==> src/hdl/i2crtc_pkg.sv <==
// Shared types, constants and BCD calendar functions for the serial-bus calendar clock.
package i2crtc_pkg;

	// Request codes as they arrive on the request channel.
	localparam logic [2:0] REQ_START_WR = 3'd0;
	localparam logic [2:0] REQ_START_RD = 3'd1;
	localparam logic [2:0] REQ_WRITE    = 3'd2;
	localparam logic [2:0] REQ_READ     = 3'd3;
	localparam logic [2:0] REQ_STOP     = 3'd4;
	localparam logic [2:0] REQ_TICK     = 3'd5;

	// Register map.
	localparam logic [3:0] REG_SECONDS  = 4'd1;
	localparam logic [3:0] REG_TIME_END = 4'd8;
	localparam logic [3:0] REG_TRICKLE  = 4'd10;
	localparam logic [3:0] REG_STATUS   = 4'd11;
	localparam logic [3:0] REG_CTRL     = 4'd12;
	localparam logic [3:0] LAST_REG     = 4'd12;

	localparam logic [7:0] CTRL_MASK    = 8'h9f;
	localparam int unsigned CTRL_STOP_BIT = 7;
	localparam logic [7:0] FLAG_BITS    = 8'hc0;
	localparam logic [7:0] FLAG_RESET   = 8'h80;
	localparam logic [3:0] TRICKLE_KEY  = 4'ha;

	// Time registers 0..7: hundredths, seconds, minutes, hours, weekday, date, month, year.
	typedef logic [7:0][7:0] rtc_time_t;
	localparam rtc_time_t START_TIME = 64'h00010101_00000000;

	typedef enum logic [2:0] {
		OP_START_WR,
		OP_START_RD,
		OP_WRITE,
		OP_READ,
		OP_STOP,
		OP_TICK,
		OP_NONE
	} op_t;

	localparam int unsigned QDEPTH = 2;
	localparam int unsigned QPTR_W = $clog2(QDEPTH);
	localparam int unsigned QCNT_W = $clog2(QDEPTH + 1);

	typedef struct packed {
		op_t        op;
		logic [7:0] data;
	} entry_t;

	typedef struct packed {
		logic   valid;
		entry_t entry;
	} q_head_t;

	typedef struct packed {
		logic [QCNT_W-1:0] count;
		logic              push;
		logic              pop;
	} q_stat_t;

	function automatic logic [7:0] dec_of(logic [7:0] b);
		return 8'(b[3:0]) + 8'(b[7:4]) * 8'd10;
	endfunction

	// Binary to BCD for values below 100, by a reciprocal multiply.
	function automatic logic [7:0] bcd_of(logic [7:0] v);
		logic [15:0] p;
		logic [4:0]  q;
		logic [7:0]  r;
		p = 16'(v) * 16'd205;
		q = p[15:11];
		r = v - 8'(q) * 8'd10;
		return {q[3:0], r[3:0]};
	endfunction

	// Counts a field up; bit 8 of the result is the carry.
	function automatic logic [8:0] count(logic [7:0] f, logic [7:0] lo, logic [7:0] top);
		logic [7:0] v;
		v = dec_of(f);
		if (v >= top) begin
			return {1'b1, bcd_of(lo)};
		end
		return {1'b0, bcd_of(v + 8'd1)};
	endfunction

	function automatic logic [7:0] month_days(logic [7:0] m);
		case (m)
			8'd2:                      return 8'd28;
			8'd4, 8'd6, 8'd9, 8'd11:   return 8'd30;
			default:                   return 8'd31;
		endcase
	endfunction

	// One 10 ms step of the calendar.
	function automatic rtc_time_t advance(rtc_time_t t_in);
		rtc_time_t  t;
		logic [8:0] c;
		logic [7:0] h;
		logic [7:0] b;
		logic [7:0] m;
		logic [7:0] y;
		logic [7:0] dim;
		logic       pm;
		logic       carry;
		t = t_in;
		c = count(t[0], 8'd0, 8'd99);
		t[0] = c[7:0];
		if (!c[8]) return t;
		c = count(t[1], 8'd0, 8'd59);
		t[1] = c[7:0];
		if (!c[8]) return t;
		c = count(t[2], 8'd0, 8'd59);
		t[2] = c[7:0];
		if (!c[8]) return t;
		if (t[3][6]) begin
			h = dec_of({3'b000, t[3][4:0]});
			pm = t[3][5];
			carry = 1'b0;
			if (h == 8'd11) begin
				h = 8'd12;
				carry = pm;
				pm = !pm;
			end else if (h >= 8'd12) begin
				h = 8'd1;
			end else begin
				h = h + 8'd1;
			end
			b = bcd_of(h);
			t[3] = {1'b0, 1'b1, pm, b[4:0]};
			if (!carry) return t;
		end else begin
			h = dec_of({2'b00, t[3][5:0]});
			if (h >= 8'd23) begin
				t[3] = 8'd0;
			end else begin
				t[3] = bcd_of(h + 8'd1);
				return t;
			end
		end
		t[4] = (t[4] == 8'd0 || t[4] >= 8'd7) ? 8'd1 : t[4] + 8'd1;
		m = dec_of({3'b000, t[6][4:0]});
		y = dec_of(t[7]);
		dim = month_days(m);
		if (m == 8'd2 && y[1:0] == 2'b00) dim = 8'd29;
		c = count(t[5], 8'd1, dim);
		t[5] = c[7:0];
		if (!c[8]) return t;
		c = count(t[6], 8'd1, 8'd12);
		t[6] = c[7:0];
		if (!c[8]) return t;
		c = count(t[7], 8'd0, 8'd99);
		t[7] = c[7:0];
		return t;
	endfunction

endpackage

==> src/hdl/i2crtc_if.sv <==
// Request and response channel interfaces of the calendar clock.
interface i2crtc_req_if;
	logic       valid;
	logic       ready;
	logic [2:0] req_type;
	logic [7:0] data_in;
	modport source(output valid, output req_type, output data_in, input ready);
	modport sink(input valid, input req_type, input data_in, output ready);
endinterface

interface i2crtc_rsp_if;
	logic       valid;
	logic       ready;
	logic [7:0] read_data;
	logic       ack;
	logic       charge_error;
	modport source(output valid, output read_data, output ack, output charge_error, input ready);
	modport sink(input valid, input read_data, input ack, input charge_error, output ready);
endinterface

==> src/hdl/i2c_bcd_calendar_clock.sv <==
// Top level of the serial-bus BCD calendar clock: front end, operation queue and back end.
//
//   Channel   Role     Carries
//   req_ch    sink     req_type (start write/read, write, read, stop, tick), data_in
//   rsp_ch    source   read_data, ack, charge_error (one response per request)
//   cfg       write    cfg_we / cfg_wdata set the battery chargeable bit
//
// The block sustains one request per cycle while rsp_ch takes its responses; the back end
// register update and the BCD carry chain of a tick are combinational. A request accepted
// by the front end is written into the two-entry queue and then executed from the queue
// head, which loads the response register that drives rsp_ch.
// The asynchronous reset puts the clock at 2000-01-01 00:00:00.00, weekday 1, with the
// oscillator stop flag set; no clearing pass is needed.
// A stalled response side fills the queue and then drops req_ch.ready; a stalled request
// side lets the back end drain the queue on its own.
module i2c_bcd_calendar_clock (
	input  logic         clk,
	input  logic         arst_n,
	i2crtc_req_if.sink   req_ch,
	i2crtc_rsp_if.source rsp_ch,
	input  logic         cfg_we,
	input  logic         cfg_wdata
);

	logic                push;
	logic                full;
	logic                pop;
	i2crtc_pkg::entry_t  push_entry;
	i2crtc_pkg::q_head_t head;
	i2crtc_pkg::q_stat_t stat;

	// The front end only decodes the request type; all calendar and register state lives in the back end.
	i2crtc_front u_front (
		.req        (req_ch),
		.full       (full),
		.push       (push),
		.push_entry (push_entry)
	);

	i2crtc_queue u_queue (
		.clk        (clk),
		.arst_n     (arst_n),
		.push       (push),
		.push_entry (push_entry),
		.full       (full),
		.pop        (pop),
		.head       (head),
		.stat       (stat)
	);

	// The back end executes the queue head whenever its response register is free or drains.
	i2crtc_back u_back (
		.clk       (clk),
		.arst_n    (arst_n),
		.cfg_we    (cfg_we),
		.cfg_wdata (cfg_wdata),
		.head      (head),
		.pop       (pop),
		.rsp       (rsp_ch)
	);

	// The queue never holds more than its depth.
	a_count_bound: assert property (@(posedge clk) disable iff (!arst_n)
		stat.count <= i2crtc_pkg::QCNT_W'(i2crtc_pkg::QDEPTH))
		else $error("queue count beyond depth");

	// A request taken without a pop grows the queue by one.
	a_count_grow: assert property (@(posedge clk) disable iff (!arst_n)
		(stat.push && !stat.pop) |=> stat.count == i2crtc_pkg::QCNT_W'($past(stat.count) + 1'b1))
		else $error("queue count did not follow a push");

	// A response appears only after the back end executed a request.
	a_rsp_after_pop: assert property (@(posedge clk) disable iff (!arst_n)
		$rose(rsp_ch.valid) |-> $past(stat.pop))
		else $error("response without an executed request");

	// A waiting request with a free response register is executed at once.
	a_no_idle: assert property (@(posedge clk) disable iff (!arst_n)
		(stat.count != '0 && !rsp_ch.valid) |-> stat.pop)
		else $error("back end idle with work queued");

endmodule

==> src/hdl/i2crtc_front.sv <==
// Front end: accepts requests and classifies them into operations for the queue.
module i2crtc_front (
	i2crtc_req_if.sink          req,
	input  logic                full,
	output logic                push,
	output i2crtc_pkg::entry_t  push_entry
);

	assign req.ready = !full;
	assign push      = req.valid && !full;

	always_comb begin
		push_entry.data = req.data_in;
		unique case (req.req_type)
			i2crtc_pkg::REQ_START_WR: push_entry.op = i2crtc_pkg::OP_START_WR;
			i2crtc_pkg::REQ_START_RD: push_entry.op = i2crtc_pkg::OP_START_RD;
			i2crtc_pkg::REQ_WRITE:    push_entry.op = i2crtc_pkg::OP_WRITE;
			i2crtc_pkg::REQ_READ:     push_entry.op = i2crtc_pkg::OP_READ;
			i2crtc_pkg::REQ_STOP:     push_entry.op = i2crtc_pkg::OP_STOP;
			i2crtc_pkg::REQ_TICK:     push_entry.op = i2crtc_pkg::OP_TICK;
			default:                  push_entry.op = i2crtc_pkg::OP_NONE;
		endcase
	end

endmodule

==> src/hdl/i2crtc_queue.sv <==
// Short queue of classified operations between the front and back ends.
module i2crtc_queue (
	input  logic                clk,
	input  logic                arst_n,
	input  logic                push,
	input  i2crtc_pkg::entry_t  push_entry,
	output logic                full,
	input  logic                pop,
	output i2crtc_pkg::q_head_t head,
	output i2crtc_pkg::q_stat_t stat
);

	i2crtc_pkg::entry_t                    mem_q [i2crtc_pkg::QDEPTH];
	logic [i2crtc_pkg::QPTR_W-1:0]         wr_ptr_q;
	logic [i2crtc_pkg::QPTR_W-1:0]         rd_ptr_q;
	logic [i2crtc_pkg::QCNT_W-1:0]         count_q;

	function automatic logic [i2crtc_pkg::QPTR_W-1:0] next_ptr(
		logic [i2crtc_pkg::QPTR_W-1:0] p);
		return (p == i2crtc_pkg::QPTR_W'(i2crtc_pkg::QDEPTH - 1)) ? '0 : p + 1'b1;
	endfunction

	assign full       = count_q == i2crtc_pkg::QCNT_W'(i2crtc_pkg::QDEPTH);
	assign head.valid = count_q != '0;
	assign head.entry = mem_q[rd_ptr_q];
	assign stat.count = count_q;
	assign stat.push  = push;
	assign stat.pop   = pop;

	always_ff @(posedge clk) begin
		if (push) begin
			mem_q[wr_ptr_q] <= push_entry;
		end
	end

	always_ff @(posedge clk or negedge arst_n) begin
		if (!arst_n) begin
			wr_ptr_q <= '0;
			rd_ptr_q <= '0;
			count_q  <= '0;
		end else begin
			if (push) wr_ptr_q <= next_ptr(wr_ptr_q);
			if (pop) rd_ptr_q <= next_ptr(rd_ptr_q);
			case ({push, pop})
				2'b10:   count_q <= count_q + 1'b1;
				2'b01:   count_q <= count_q - 1'b1;
				default: count_q <= count_q;
			endcase
		end
	end

endmodule

==> src/hdl/i2crtc_back.sv <==
// Back end: register file, shadow and live time, calendar counters and response register.
module i2crtc_back (
	input  logic                clk,
	input  logic                arst_n,
	input  logic                cfg_we,
	input  logic                cfg_wdata,
	input  i2crtc_pkg::q_head_t head,
	output logic                pop,
	i2crtc_rsp_if.source        rsp
);

	logic [3:0]            ptr_q;
	logic                  expect_q;
	logic                  wdir_q;
	logic                  tw_q;
	logic                  ssc_q;
	i2crtc_pkg::rtc_time_t shadow_q;
	i2crtc_pkg::rtc_time_t live_q;
	logic [7:0]            control_q;
	logic [7:0]            trickle_q;
	logic [7:0]            flag_q;
	logic                  batt_q;

	logic                  out_valid_q;
	logic [7:0]            rd_q;
	logic                  ack_q;
	logic                  cerr_q;

	logic [3:0]            n_ptr;
	logic                  n_expect;
	logic                  n_wdir;
	logic                  n_tw;
	logic                  n_ssc;
	i2crtc_pkg::rtc_time_t n_shadow;
	i2crtc_pkg::rtc_time_t n_live;
	logic [7:0]            n_control;
	logic [7:0]            n_trickle;
	logic [7:0]            n_flag;
	logic [7:0]            rd;
	logic                  ack;
	logic                  cerr;
	logic                  running;
	logic                  wrap;
	logic [3:0]            ptr_inc;
	logic [7:0]            reg_rd;
	logic [7:0]            d;

	assign pop     = head.valid && (!out_valid_q || rsp.ready);
	assign running = !control_q[i2crtc_pkg::CTRL_STOP_BIT];
	assign wrap    = ptr_q >= i2crtc_pkg::LAST_REG;
	assign ptr_inc = wrap ? 4'd0 : ptr_q + 4'd1;
	assign d       = head.entry.data;

	always_comb begin
		if (ptr_q < i2crtc_pkg::REG_TIME_END) begin
			reg_rd = shadow_q[ptr_q[2:0]];
		end else begin
			unique case (ptr_q)
				i2crtc_pkg::REG_TRICKLE: reg_rd = trickle_q;
				i2crtc_pkg::REG_STATUS:  reg_rd = flag_q;
				i2crtc_pkg::REG_CTRL:    reg_rd = control_q;
				default:                 reg_rd = 8'd0;
			endcase
		end
	end

	always_comb begin
		n_ptr     = ptr_q;
		n_expect  = expect_q;
		n_wdir    = wdir_q;
		n_tw      = tw_q;
		n_ssc     = ssc_q;
		n_shadow  = shadow_q;
		n_live    = live_q;
		n_control = control_q;
		n_trickle = trickle_q;
		n_flag    = flag_q;
		rd        = 8'd0;
		ack       = 1'b1;
		cerr      = 1'b0;
		unique case (head.entry.op) inside
			i2crtc_pkg::OP_START_WR, i2crtc_pkg::OP_START_RD: begin
				n_expect = 1'b1;
				n_wdir   = head.entry.op == i2crtc_pkg::OP_START_WR;
				if (running) n_shadow = live_q;
				n_tw     = 1'b0;
				n_ssc    = 1'b0;
			end
			i2crtc_pkg::OP_WRITE: begin
				if (expect_q) begin
					if (d > {4'd0, i2crtc_pkg::LAST_REG}) begin
						ack = 1'b0;
					end else begin
						n_ptr    = d[3:0];
						n_expect = 1'b0;
					end
				end else begin
					if (ptr_q < i2crtc_pkg::REG_TIME_END) begin
						n_shadow[ptr_q[2:0]] = d;
						n_tw = 1'b1;
						if (ptr_q <= i2crtc_pkg::REG_SECONDS) n_ssc = 1'b1;
					end else if (ptr_q == i2crtc_pkg::REG_TRICKLE) begin
						n_trickle = d;
						cerr = d[7:4] == i2crtc_pkg::TRICKLE_KEY
							&& (d[3:2] == 2'd1 || d[3:2] == 2'd2)
							&& d[1:0] != 2'd0 && !batt_q;
					end else if (ptr_q == i2crtc_pkg::REG_STATUS) begin
						n_flag = flag_q & (d | ~i2crtc_pkg::FLAG_BITS) & i2crtc_pkg::FLAG_BITS;
					end else if (ptr_q == i2crtc_pkg::REG_CTRL) begin
						n_control = d & i2crtc_pkg::CTRL_MASK;
					end
					n_ptr = ptr_inc;
				end
			end
			i2crtc_pkg::OP_READ: begin
				rd    = reg_rd;
				n_ptr = ptr_inc;
				if (wrap && running) n_shadow = live_q;
			end
			i2crtc_pkg::OP_STOP: begin
				if (wdir_q && tw_q) begin
					n_live = shadow_q;
					if (ssc_q) n_live[0] = 8'd0;
				end
				n_tw     = 1'b0;
				n_ssc    = 1'b0;
				n_expect = 1'b1;
			end
			i2crtc_pkg::OP_TICK: begin
				if (running) n_live = i2crtc_pkg::advance(live_q);
			end
			default: begin
				ack = 1'b0;
			end
		endcase
	end

	always_ff @(posedge clk or negedge arst_n) begin
		if (!arst_n) begin
			ptr_q     <= 4'd0;
			expect_q  <= 1'b1;
			wdir_q    <= 1'b0;
			tw_q      <= 1'b0;
			ssc_q     <= 1'b0;
			shadow_q  <= i2crtc_pkg::START_TIME;
			live_q    <= i2crtc_pkg::START_TIME;
			control_q <= 8'd0;
			trickle_q <= 8'd0;
			flag_q    <= i2crtc_pkg::FLAG_RESET;
			batt_q    <= 1'b0;
			out_valid_q <= 1'b0;
		end else begin
			if (cfg_we) batt_q <= cfg_wdata;
			if (pop) begin
				ptr_q     <= n_ptr;
				expect_q  <= n_expect;
				wdir_q    <= n_wdir;
				tw_q      <= n_tw;
				ssc_q     <= n_ssc;
				shadow_q  <= n_shadow;
				live_q    <= n_live;
				control_q <= n_control;
				trickle_q <= n_trickle;
				flag_q    <= n_flag;
				out_valid_q <= 1'b1;
			end else if (rsp.ready) begin
				out_valid_q <= 1'b0;
			end
		end
	end

	always_ff @(posedge clk) begin
		if (pop) begin
			rd_q   <= rd;
			ack_q  <= ack;
			cerr_q <= cerr;
		end
	end

	assign rsp.valid        = out_valid_q;
	assign rsp.read_data    = rd_q;
	assign rsp.ack          = ack_q;
	assign rsp.charge_error = cerr_q;

endmodule
==> src/flat_wrapper.sv <==
// flat-port wrapper written by rule: the top's interface ports become plain ports
module i2c_bcd_calendar_clock_flat 
  (clk, arst_n, cfg_we, cfg_wdata, req_ch_valid, req_ch_req_type, req_ch_data_in, req_ch_ready, rsp_ch_valid, rsp_ch_read_data, rsp_ch_ack, rsp_ch_charge_error, rsp_ch_ready);
  i2crtc_req_if req_ch_i ();
  i2crtc_rsp_if rsp_ch_i ();
  input  logic clk;
  input  logic arst_n;
  input  logic cfg_we;
  input  logic cfg_wdata;
  input wire logic [$bits(req_ch_i.valid)-1:0] req_ch_valid;
  input wire logic [$bits(req_ch_i.req_type)-1:0] req_ch_req_type;
  input wire logic [$bits(req_ch_i.data_in)-1:0] req_ch_data_in;
  output wire logic [$bits(req_ch_i.ready)-1:0] req_ch_ready;
  output wire logic [$bits(rsp_ch_i.valid)-1:0] rsp_ch_valid;
  output wire logic [$bits(rsp_ch_i.read_data)-1:0] rsp_ch_read_data;
  output wire logic [$bits(rsp_ch_i.ack)-1:0] rsp_ch_ack;
  output wire logic [$bits(rsp_ch_i.charge_error)-1:0] rsp_ch_charge_error;
  input wire logic [$bits(rsp_ch_i.ready)-1:0] rsp_ch_ready;
  assign req_ch_i.valid = req_ch_valid;
  assign req_ch_i.req_type = req_ch_req_type;
  assign req_ch_i.data_in = req_ch_data_in;
  assign req_ch_ready = req_ch_i.ready;
  assign rsp_ch_valid = rsp_ch_i.valid;
  assign rsp_ch_read_data = rsp_ch_i.read_data;
  assign rsp_ch_ack = rsp_ch_i.ack;
  assign rsp_ch_charge_error = rsp_ch_i.charge_error;
  assign rsp_ch_i.ready = rsp_ch_ready;
  i2c_bcd_calendar_clock u_core (.clk(clk), .arst_n(arst_n), .req_ch(req_ch_i), .rsp_ch(rsp_ch_i), .cfg_we(cfg_we), .cfg_wdata(cfg_wdata));
endmodule
==> config.mk <==
export PLATFORM = sky130hd
export DESIGN_NAME = i2c_bcd_calendar_clock_flat
export DESIGN_NICKNAME = d
export VERILOG_FILES = /design/src/hdl/i2crtc_pkg.sv /design/src/hdl/i2crtc_if.sv /design/src/hdl/i2c_bcd_calendar_clock.sv /design/src/hdl/i2crtc_front.sv /design/src/hdl/i2crtc_queue.sv /design/src/hdl/i2crtc_back.sv /design/src/flat_wrapper.sv
export SDC_FILE = /design/constraint.sdc
export NUM_CORES = 1
export LEC_CHECK = 0
export BUFFER_PORTS_ARGS = -buffer_cell sky130_fd_sc_hd__buf_2
export CAP_MARGIN = 20
export CORE_MARGIN = 2
export CORE_UTILIZATION = 35
export CTS_BUF_LIST = sky130_fd_sc_hd__clkbuf_8
export DETAILED_ROUTE_END_ITERATION = 8
export GPL_TIMING_DRIVEN = 1
export PLACE_DENSITY = 0.51
export SLEW_MARGIN = 20
export SYNTH_ARGS = -nofsm -noshare
export SYNTH_HDL_FRONTEND = slang
export SYNTH_SLANG_ARGS = --single-unit
==> constraint.sdc <==
create_clock -name clk -period 8.71 [get_ports clk]
set_input_delay 0.4355 -clock clk [delete_from_list [all_inputs] [get_ports clk]]
set_output_delay 0.4355 -clock clk [all_outputs]
set_load 0.03 [all_outputs]
== Yosys cells after proc, flatten, opt, wreduce, memory -nomap -nowiden ==
Memories as Yosys holds them, arrays and structs flattened.
Index checks and enable logic that the tools add are counted.

* Logic and storage cells: 381
* Output and inout bits: 12
* Bits in writable memories: 22
* Input bits: 17
* Bits in registers: 168
* Memories kept: 1

* Reduce and logical (&&, ||, !) cells: 45
* Magnitude comparators: 15
* $add $sub $neg: 31
* Bitwise operators: 6
* Muxes and demuxes: 192
* Equal/unequal tests: 34
* Multiply operators: 25

{| class="wikitable"
|+ Memory list
! memory !! depth !! width !! rd ports !! clocked after Yosys merged registers in !! write ports !! RTL line !! text
|-
| u_core.u_queue.mem_q || 2 || 11 || 1 || 0 || 1 || i2crtc_queue.sv:13 || <nowiki>i2crtc_pkg::entry_t mem_q [i2crtc_pkg::QDEPTH];</nowiki>
|}

{| class="wikitable"
|+ Operators with widths
! operator !! count
|-
| 64-bit two-way mux || 25
|-
| 9-bit two-way mux || 32
|-
| 64-bit one-hot mux with 3 select lines || 1
|-
| 8-bit two-way mux || 22
|-
| 8-bit by 8-bit multiplier with 16-bit output, second input constant || 8
|-
| 64-bit one-hot mux with 2 select lines || 1
|-
| 1-bit two-way mux || 94
|-
| 64-bit bitwise mux || 1
|-
| 8-bit by 1-bit adder with 8-bit output, second input constant || 7
|-
| 4-bit by 8-bit adder with 8-bit output || 6
|-
| 4-bit by 3-bit multiplier with 7-bit output, second input constant || 6
|-
| 5-bit by 3-bit multiplier with 3-bit output, second input constant || 8
|-
| 4-bit subtractor || 8
|-
| 8-bit binary-select mux with 3-bit select || 1
|-
| 8-bit demux with 3-bit select || 1
|-
| 8-bit one-hot mux with 3 select lines || 1
|-
| 6-bit by 4-bit equality test with 1-bit output, second input constant || 3
|-
| 3-bit one-hot mux with 6 select lines || 1
|-
| 4-bit equality test, second input constant || 4
|-
| 8-bit by 6-bit greater-or-equal comparator with 1-bit output, second input constant || 2
|-
| 8-bit by 7-bit greater-or-equal comparator with 1-bit output, second input constant || 2
|-
| 5-bit AND reduction || 3
|-
| 7-bit two-way mux || 2
|-
| 2-bit nonzero test || 7
|-
| other kinds (54) || 102
|}

== Logic depth before layout (Yosys ltp) ==
* Depth in word-level cells: 117
* Gate-level depth with buffers: 29
* Gate-level depth less buffers: 29

== Modules after synthesis ==
A second synthesis with hierarchy kept.

* Cell total of the unflattened synthesis: 2190
* Area, all modules: 20591.0 µm²

{| class="wikitable"
|+ By module, submodules not included
! module !! area each (µm²) !! cells an instance !! seq. area each (µm²) !! instances
|-
| i2crtc_back || 19506.2 || 2125 || 4164.0 || 1
|-
| i2crtc_queue || 999.7 || 52 || 760.7 || 1
|-
| i2crtc_front || 85.1 || 13 || 0.0 || 1
|}

== Worst setup path before layout ==
OpenSTA, ideal clock, no wires.

* Path kind: register to register
* From: register u_core.u_back.live_q[63] in the netlist's numbering
* To: register u_core.u_back.live_q[59] in the netlist's numbering
* Period minus slack after synthesis: 6.741 ns
* Path buffers: 0
* Cell stages (with the launch flop): 26
* Required time: 8.585 ns
* Setup slack: 1.969 ns
* Data arrival time: 6.617 ns
* Setup time: 0.125 ns
* Cells stage by stage: dfrtp_1 -> ha_1 -> ha_1 -> fa_1 -> nand2_1 -> or4_1 -> a32o_1 -> xnor2_1 -> ha_1 -> inv_1 -> fa_1 -> inv_1 -> fa_1 -> ha_1 -> ha_1 -> a2111o_1 -> o21ai_0 -> xnor2_1 -> ha_1 -> inv_1 -> fa_1 -> xor2_1 -> xnor2_1 -> xnor2_1 -> o21ai_0 -> mux2_2

* Word-level cells in the longest chain between the ends: 21
* Elaborated cells between the ends (all ways): 25
* Those cells by class: 3 x add/sub; 3 x mul; 1 x order compare; 18 x mux

{| class="wikitable"
|+ Ends and longest elaborated chain
! item !! RTL line !! text
|-
| from (decl) || i2crtc_back.sv:18 || <nowiki>i2crtc_pkg::rtc_time_t live_q;</nowiki>
|-
| from (signal assigned) || i2crtc_back.sv:146 || <nowiki>live_q <= i2crtc_pkg::START_TIME;</nowiki>
|-
| from (signal assigned) || i2crtc_back.sv:161 || <nowiki>live_q <= n_live;</nowiki>
|-
| 4-bit by 3-bit multiplier with 7-bit output (*) || i2crtc_pkg.sv:61 || <nowiki>return 8'(b[3:0]) + 8'(b[7:4]) * 8'd10;</nowiki>
|-
| 4-bit by 8-bit adder with 8-bit output (*) || i2crtc_pkg.sv:61 ||
|-
| parallel branches: the longest is 10 deep, another holds 8-bit by 8-bit multiplier with 16-bit output || n/a ||
|-
| 8-bit two-way mux (*) || i2crtc_pkg.sv:82 || <nowiki>return {1'b0, bcd_of(v + 8'd1)};</nowiki>
|-
| 64-bit two-way mux (*) || i2crtc_pkg.sv:150 || <nowiki>c = count(t[7], 8'd0, 8'd99);</nowiki>
|-
| 64-bit two-way mux (*) || i2crtc_pkg.sv:147 || <nowiki>c = count(t[6], 8'd1, 8'd12);</nowiki>
|-
| 64-bit two-way mux (*) || i2crtc_pkg.sv:139 || <nowiki>t[4] = (t[4] == 8'd0 || t[4] >= 8'd7) ? 8'd1 : t[4] + 8'd1;</nowiki>
|-
| 64-bit two-way mux (*) || i2crtc_pkg.sv:114 || <nowiki>if (t[3][6]) begin</nowiki>
|-
| 64-bit two-way mux (*) || i2crtc_pkg.sv:111 || <nowiki>c = count(t[2], 8'd0, 8'd59);</nowiki>
|-
| 64-bit two-way mux (*) || i2crtc_pkg.sv:108 || <nowiki>c = count(t[1], 8'd0, 8'd59);</nowiki>
|-
| 64-bit two-way mux (*) || i2crtc_back.sv:130 || <nowiki>if (running) n_live = i2crtc_pkg::advance(live_q);</nowiki>
|-
| 64-bit one-hot mux with 2 select lines (*) || i2crtc_back.sv:81 || <nowiki>unique case (head.entry.op) inside</nowiki>
|}

Mark *: on every way between the ends. The select of a mux whose other input is x is not followed.
A chain may end at the register's enable or synchronous reset.

== Worst setup path in the final report ==
* From: register u_core.u_back.live_q[7] in the netlist's numbering
* To: register u_core.u_back.live_q[3] in the netlist's numbering

* Word-level cells in the longest chain between the ends: 29
* Elaborated cells between the ends (all ways): 37
* Those cells by class: 3 x add/sub; 3 x mul; 1 x order compare; 30 x mux

{| class="wikitable"
|+ Ends and longest elaborated chain
! item !! RTL line
|-
| 4-bit by 3-bit multiplier with 7-bit output (*) || i2crtc_pkg.sv:61
|-
| 4-bit by 8-bit adder with 8-bit output (*) || i2crtc_pkg.sv:61
|-
| 8-bit by 1-bit adder with 8-bit output or 8-bit by 7-bit greater-or-equal comparator with 1-bit output (tied branches) || i2crtc_pkg.sv:82, i2crtc_pkg.sv:79
|-
| 8-bit by 8-bit multiplier with 16-bit output or 1-bit two-way mux (tied branches) || i2crtc_pkg.sv:69, i2crtc_pkg.sv:79
|-
| 5-bit by 3-bit multiplier with 3-bit output or 1-bit two-way mux (tied branches) || i2crtc_pkg.sv:71, i2crtc_back.sv:130
|-
| 4-bit subtractor or 1-bit two-way mux (tied branches) || i2crtc_pkg.sv:71, i2crtc_back.sv:81
|-
| 9-bit two-way mux (*) || i2crtc_pkg.sv:82
|-
| 9-bit two-way mux (*) || i2crtc_back.sv:130
|-
| [... 13 more ...] || n/a
|-
| 64-bit two-way mux || i2crtc_pkg.sv:150
|-
| 64-bit two-way mux || i2crtc_pkg.sv:147
|-
| 64-bit two-way mux || i2crtc_pkg.sv:139
|-
| 64-bit two-way mux || i2crtc_pkg.sv:114
|-
| 64-bit two-way mux || i2crtc_pkg.sv:111
|-
| 64-bit two-way mux (*) || i2crtc_pkg.sv:108
|-
| 64-bit two-way mux (*) || i2crtc_back.sv:130
|-
| 64-bit one-hot mux with 2 select lines (*) || i2crtc_back.sv:81
|}

Every way passes the cells marked *; elsewhere a longest branch is shown, timed or not. The select of a mux whose other input is x is not followed.

==> metrics.txt <==
CTS tree=done; largest net degree at the start of global routing=104; reg2reg path depth=28; crit path kind=reg -> reg; Finished Layout Cells=3045; CTS root buffer=clkbuf_8; post-synthesis sequential area ratio=23.78%; first-pass GRT wire length=86280 um; Clock Latency Late Sink=0.48 ns; hold_ws=-0.02917 ns; HPWL after detailed placement=41010 um; Worst EP required=9.11 ns; DRC=0; input/output buffers=28; critical path's slowest cell=fa_1; die width=247.2 um; share of post-route cells with drive strength above 1=6.385%; critical path's most frequent cell=ha_1; violated checks=hold timing; final setup fails=0; post-DR wirelength/cell=17.34 um; chip height=247.2 um; status=complete, but fails checks; period utilization=86.34%; die area=61130 um2; vias in the first global route=16.18k; post-synthesis cell type count=91; CP peak stage delay=0.60 ns; Max Buffers Root-to-Sink=2; Area growth, synth to finish=6.943%; worst reg2reg path startpoint=u_core.u_back.live_q[7]; register bit count reported by yosys=190; measured slew at the worst slew-check pin=1.048 ns; clock buffer count from CTS=17; Final Instance Area=22150 um2; Post-DP Area=21750 um2; async set or reset register ratio after synthesis=83.16%; Vias per Instance=5.250; Ys Warns=0; Clock transition at path regs=0.11 ns; Fin. Hold Viols=6; commonest non-fill, non-tap cells in the layout=404 x ha_1, 289 x inv_1, 155 x a21oi_1; CP endpoint kind=flop; worst rel slew slack=28.33%; Total Wirelength=52820 um; DRT Pass-1 Iters=6; clock period minus worst slack=7.520 ns; area of the core=58800 um2; setup slack, reg-to-reg=1.19 ns; Startpoint Class=flop; RSZ-0062 raised after global routing=no; syn avg cell area=9.183 um2; initial core utilization=35.22%; via count=15.99k; number of max-cap violations=0; Total GRT Usage=17.69%; Cell Area, Synth=20710 um2; # H-tree levels=4; leading cell type in the layout, fill and taps excluded=ha_1; Post-synth EDFFs=32; Most used DFF post-synth=dfrtp_1; CP Data Arrival Time=7.92 ns; fin. max-slew vios=0; final net count=2766; post-route ant nets=0; PostCTS Resize Cnt=0; postcts setup bufs=0; Mapped Cells=2255; worst min path class=in -> async; CTS Hold Bufs=0; crit path max fanout=7; clock sinks=190; overflow left after global routing=0; Worst Clk Skew=0.01918 ns; Max Freq=133.0 MHz; R2R Path End=u_core.u_back.live_q[3]; row count=89; io pins=29; Finished Core Util=37.66%; number of cells after detailed placement=3012; setup_tns=0 ns; drt first-iter violations=1148; Placer Congestion=0.8444; initial antenna violation count=2
-- final cells by class --
cell class | instances | area (um2)
diodes | 1 | 2.502
clock buffers | 19 | 261.5
clock inverters | 13 | 130.1
fillers | 6009 | 36650
inverters | 290 | 1089
multi-input cells | 1710 | 14470
flip-flops and latches | 190 | 4925
well taps | 773 | 967.2
repair buffers | 49 | 304.0
-- registers in the layout, indices dropped and copies added (netlist names), 2 cells and up --
name and flops:
u_core.u_back.control_q 6, u_core.u_back.live_q 64, u_core.u_back.shadow_q 64, u_core.u_queue.count_q 2
u_core.u_back.ptr_q 4, u_core.u_back.flag_q 2, u_core.u_queue.mem_q 22, u_core.u_back.rsp.read_data 8
u_core.u_back.trickle_q 8
-- cell families after synthesis --
group | synth area share (%)
XOR/XNOR | 6.985
adder cells (fa/ha/maj) | 32.82
AND/OR/NAND/NOR | 10.99
flip-flops | 23.78
multiplexers | 2.906
buffers and inverters | 6.665
AO/OA/AOI/OAI | 15.81
other | 0.03627
-- worst max-delay path by stage --
stage,from,endpoint,slack (ns),cells past startpoint
floorplan,u_core.u_back.live_q[63],u_core.u_back.live_q[59],1.97,25
global placement,u_core.u_back.live_q[7],u_core.u_back.live_q[3],1.50,28
detailed placement,u_core.u_back.live_q[7],u_core.u_back.live_q[3],1.23,28
CTS,u_core.u_back.live_q[7],u_core.u_back.live_q[3],1.17,28
global route,u_core.u_back.live_q[7],u_core.u_back.live_q[3],0.57,28
finish,u_core.u_back.live_q[7],u_core.u_back.live_q[3],1.19,28
-- critical path, delay by kind of cell (launching register included) --
kind / cells / cell delay (ns)
buf+inv: 3 / 0.16
compound gates: 7 / 1.72
fa+ha+maj: 10 / 3.65
xor+xnor: 5 / 1.12
flops: 1 / 0.48
simple gates: 3 / 0.32
-- synthesized netlist by cell type, types with 10 or more instances --
library cell | number | area share (%)
nor2_1 | 139 | 2.5
mux2_2 | 31 | 1.7
clkbuf_1 | 58 | 1.1
nor2b_1 | 13 | 0.39
mux2i_1 | 23 | 1.1
and3_1 | 12 | 0.36
a21oi_1 | 156 | 3.8
xor2_1 | 57 | 2.4
ha_1 | 404 | 24
inv_1 | 288 | 5.2
a31oi_1 | 16 | 0.48
o22ai_1 | 27 | 0.82
a21o_1 | 28 | 1.0
nor3_1 | 22 | 0.53
nand4_1 | 15 | 0.45
edfxtp_1 | 32 | 4.6
nand2_1 | 118 | 2.1
xnor2_1 | 94 | 4.0
a22oi_1 | 36 | 1.3
fa_1 | 87 | 8.4
dfrtp_1 | 150 | 18
a22o_1 | 10 | 0.42
a211oi_1 | 14 | 0.51
buf_1 | 11 | 0.20
nand2b_1 | 13 | 0.39
a221oi_1 | 10 | 0.42
o21ai_0 | 138 | 3.3
nand3_1 | 84 | 2.0
o211ai_1 | 11 | 0.40
-- routing by layer --
metal | vias to the layer above | GRT usage, % | wire length [um]
met5 | - | 0 | 0
met4 | 0 | 4.156 | 876
met3 | 47 | 1.910 | 1763
met2 | 292 | 29.80 | 24950
met1 | 7714 | 24.25 | 25220
li1 | 7932 | - | -
-- stage by stage --
step | setup WS (ns) | hold slack, ns
3_5_place_dp | 1.227 | 0.4364
6_report | 1.190 | -0.02917
4_1_cts | 1.174 | 0.04431
3_3_place_gp | 1.499 | 0.4305
5_1_grt | 0.5746 | 0.07348
2_1_floorplan | 1.969 | 0.1399
Power is not shown: default switching activity piles up to over one toggle a cycle in this logic, so the estimate is an artifact.
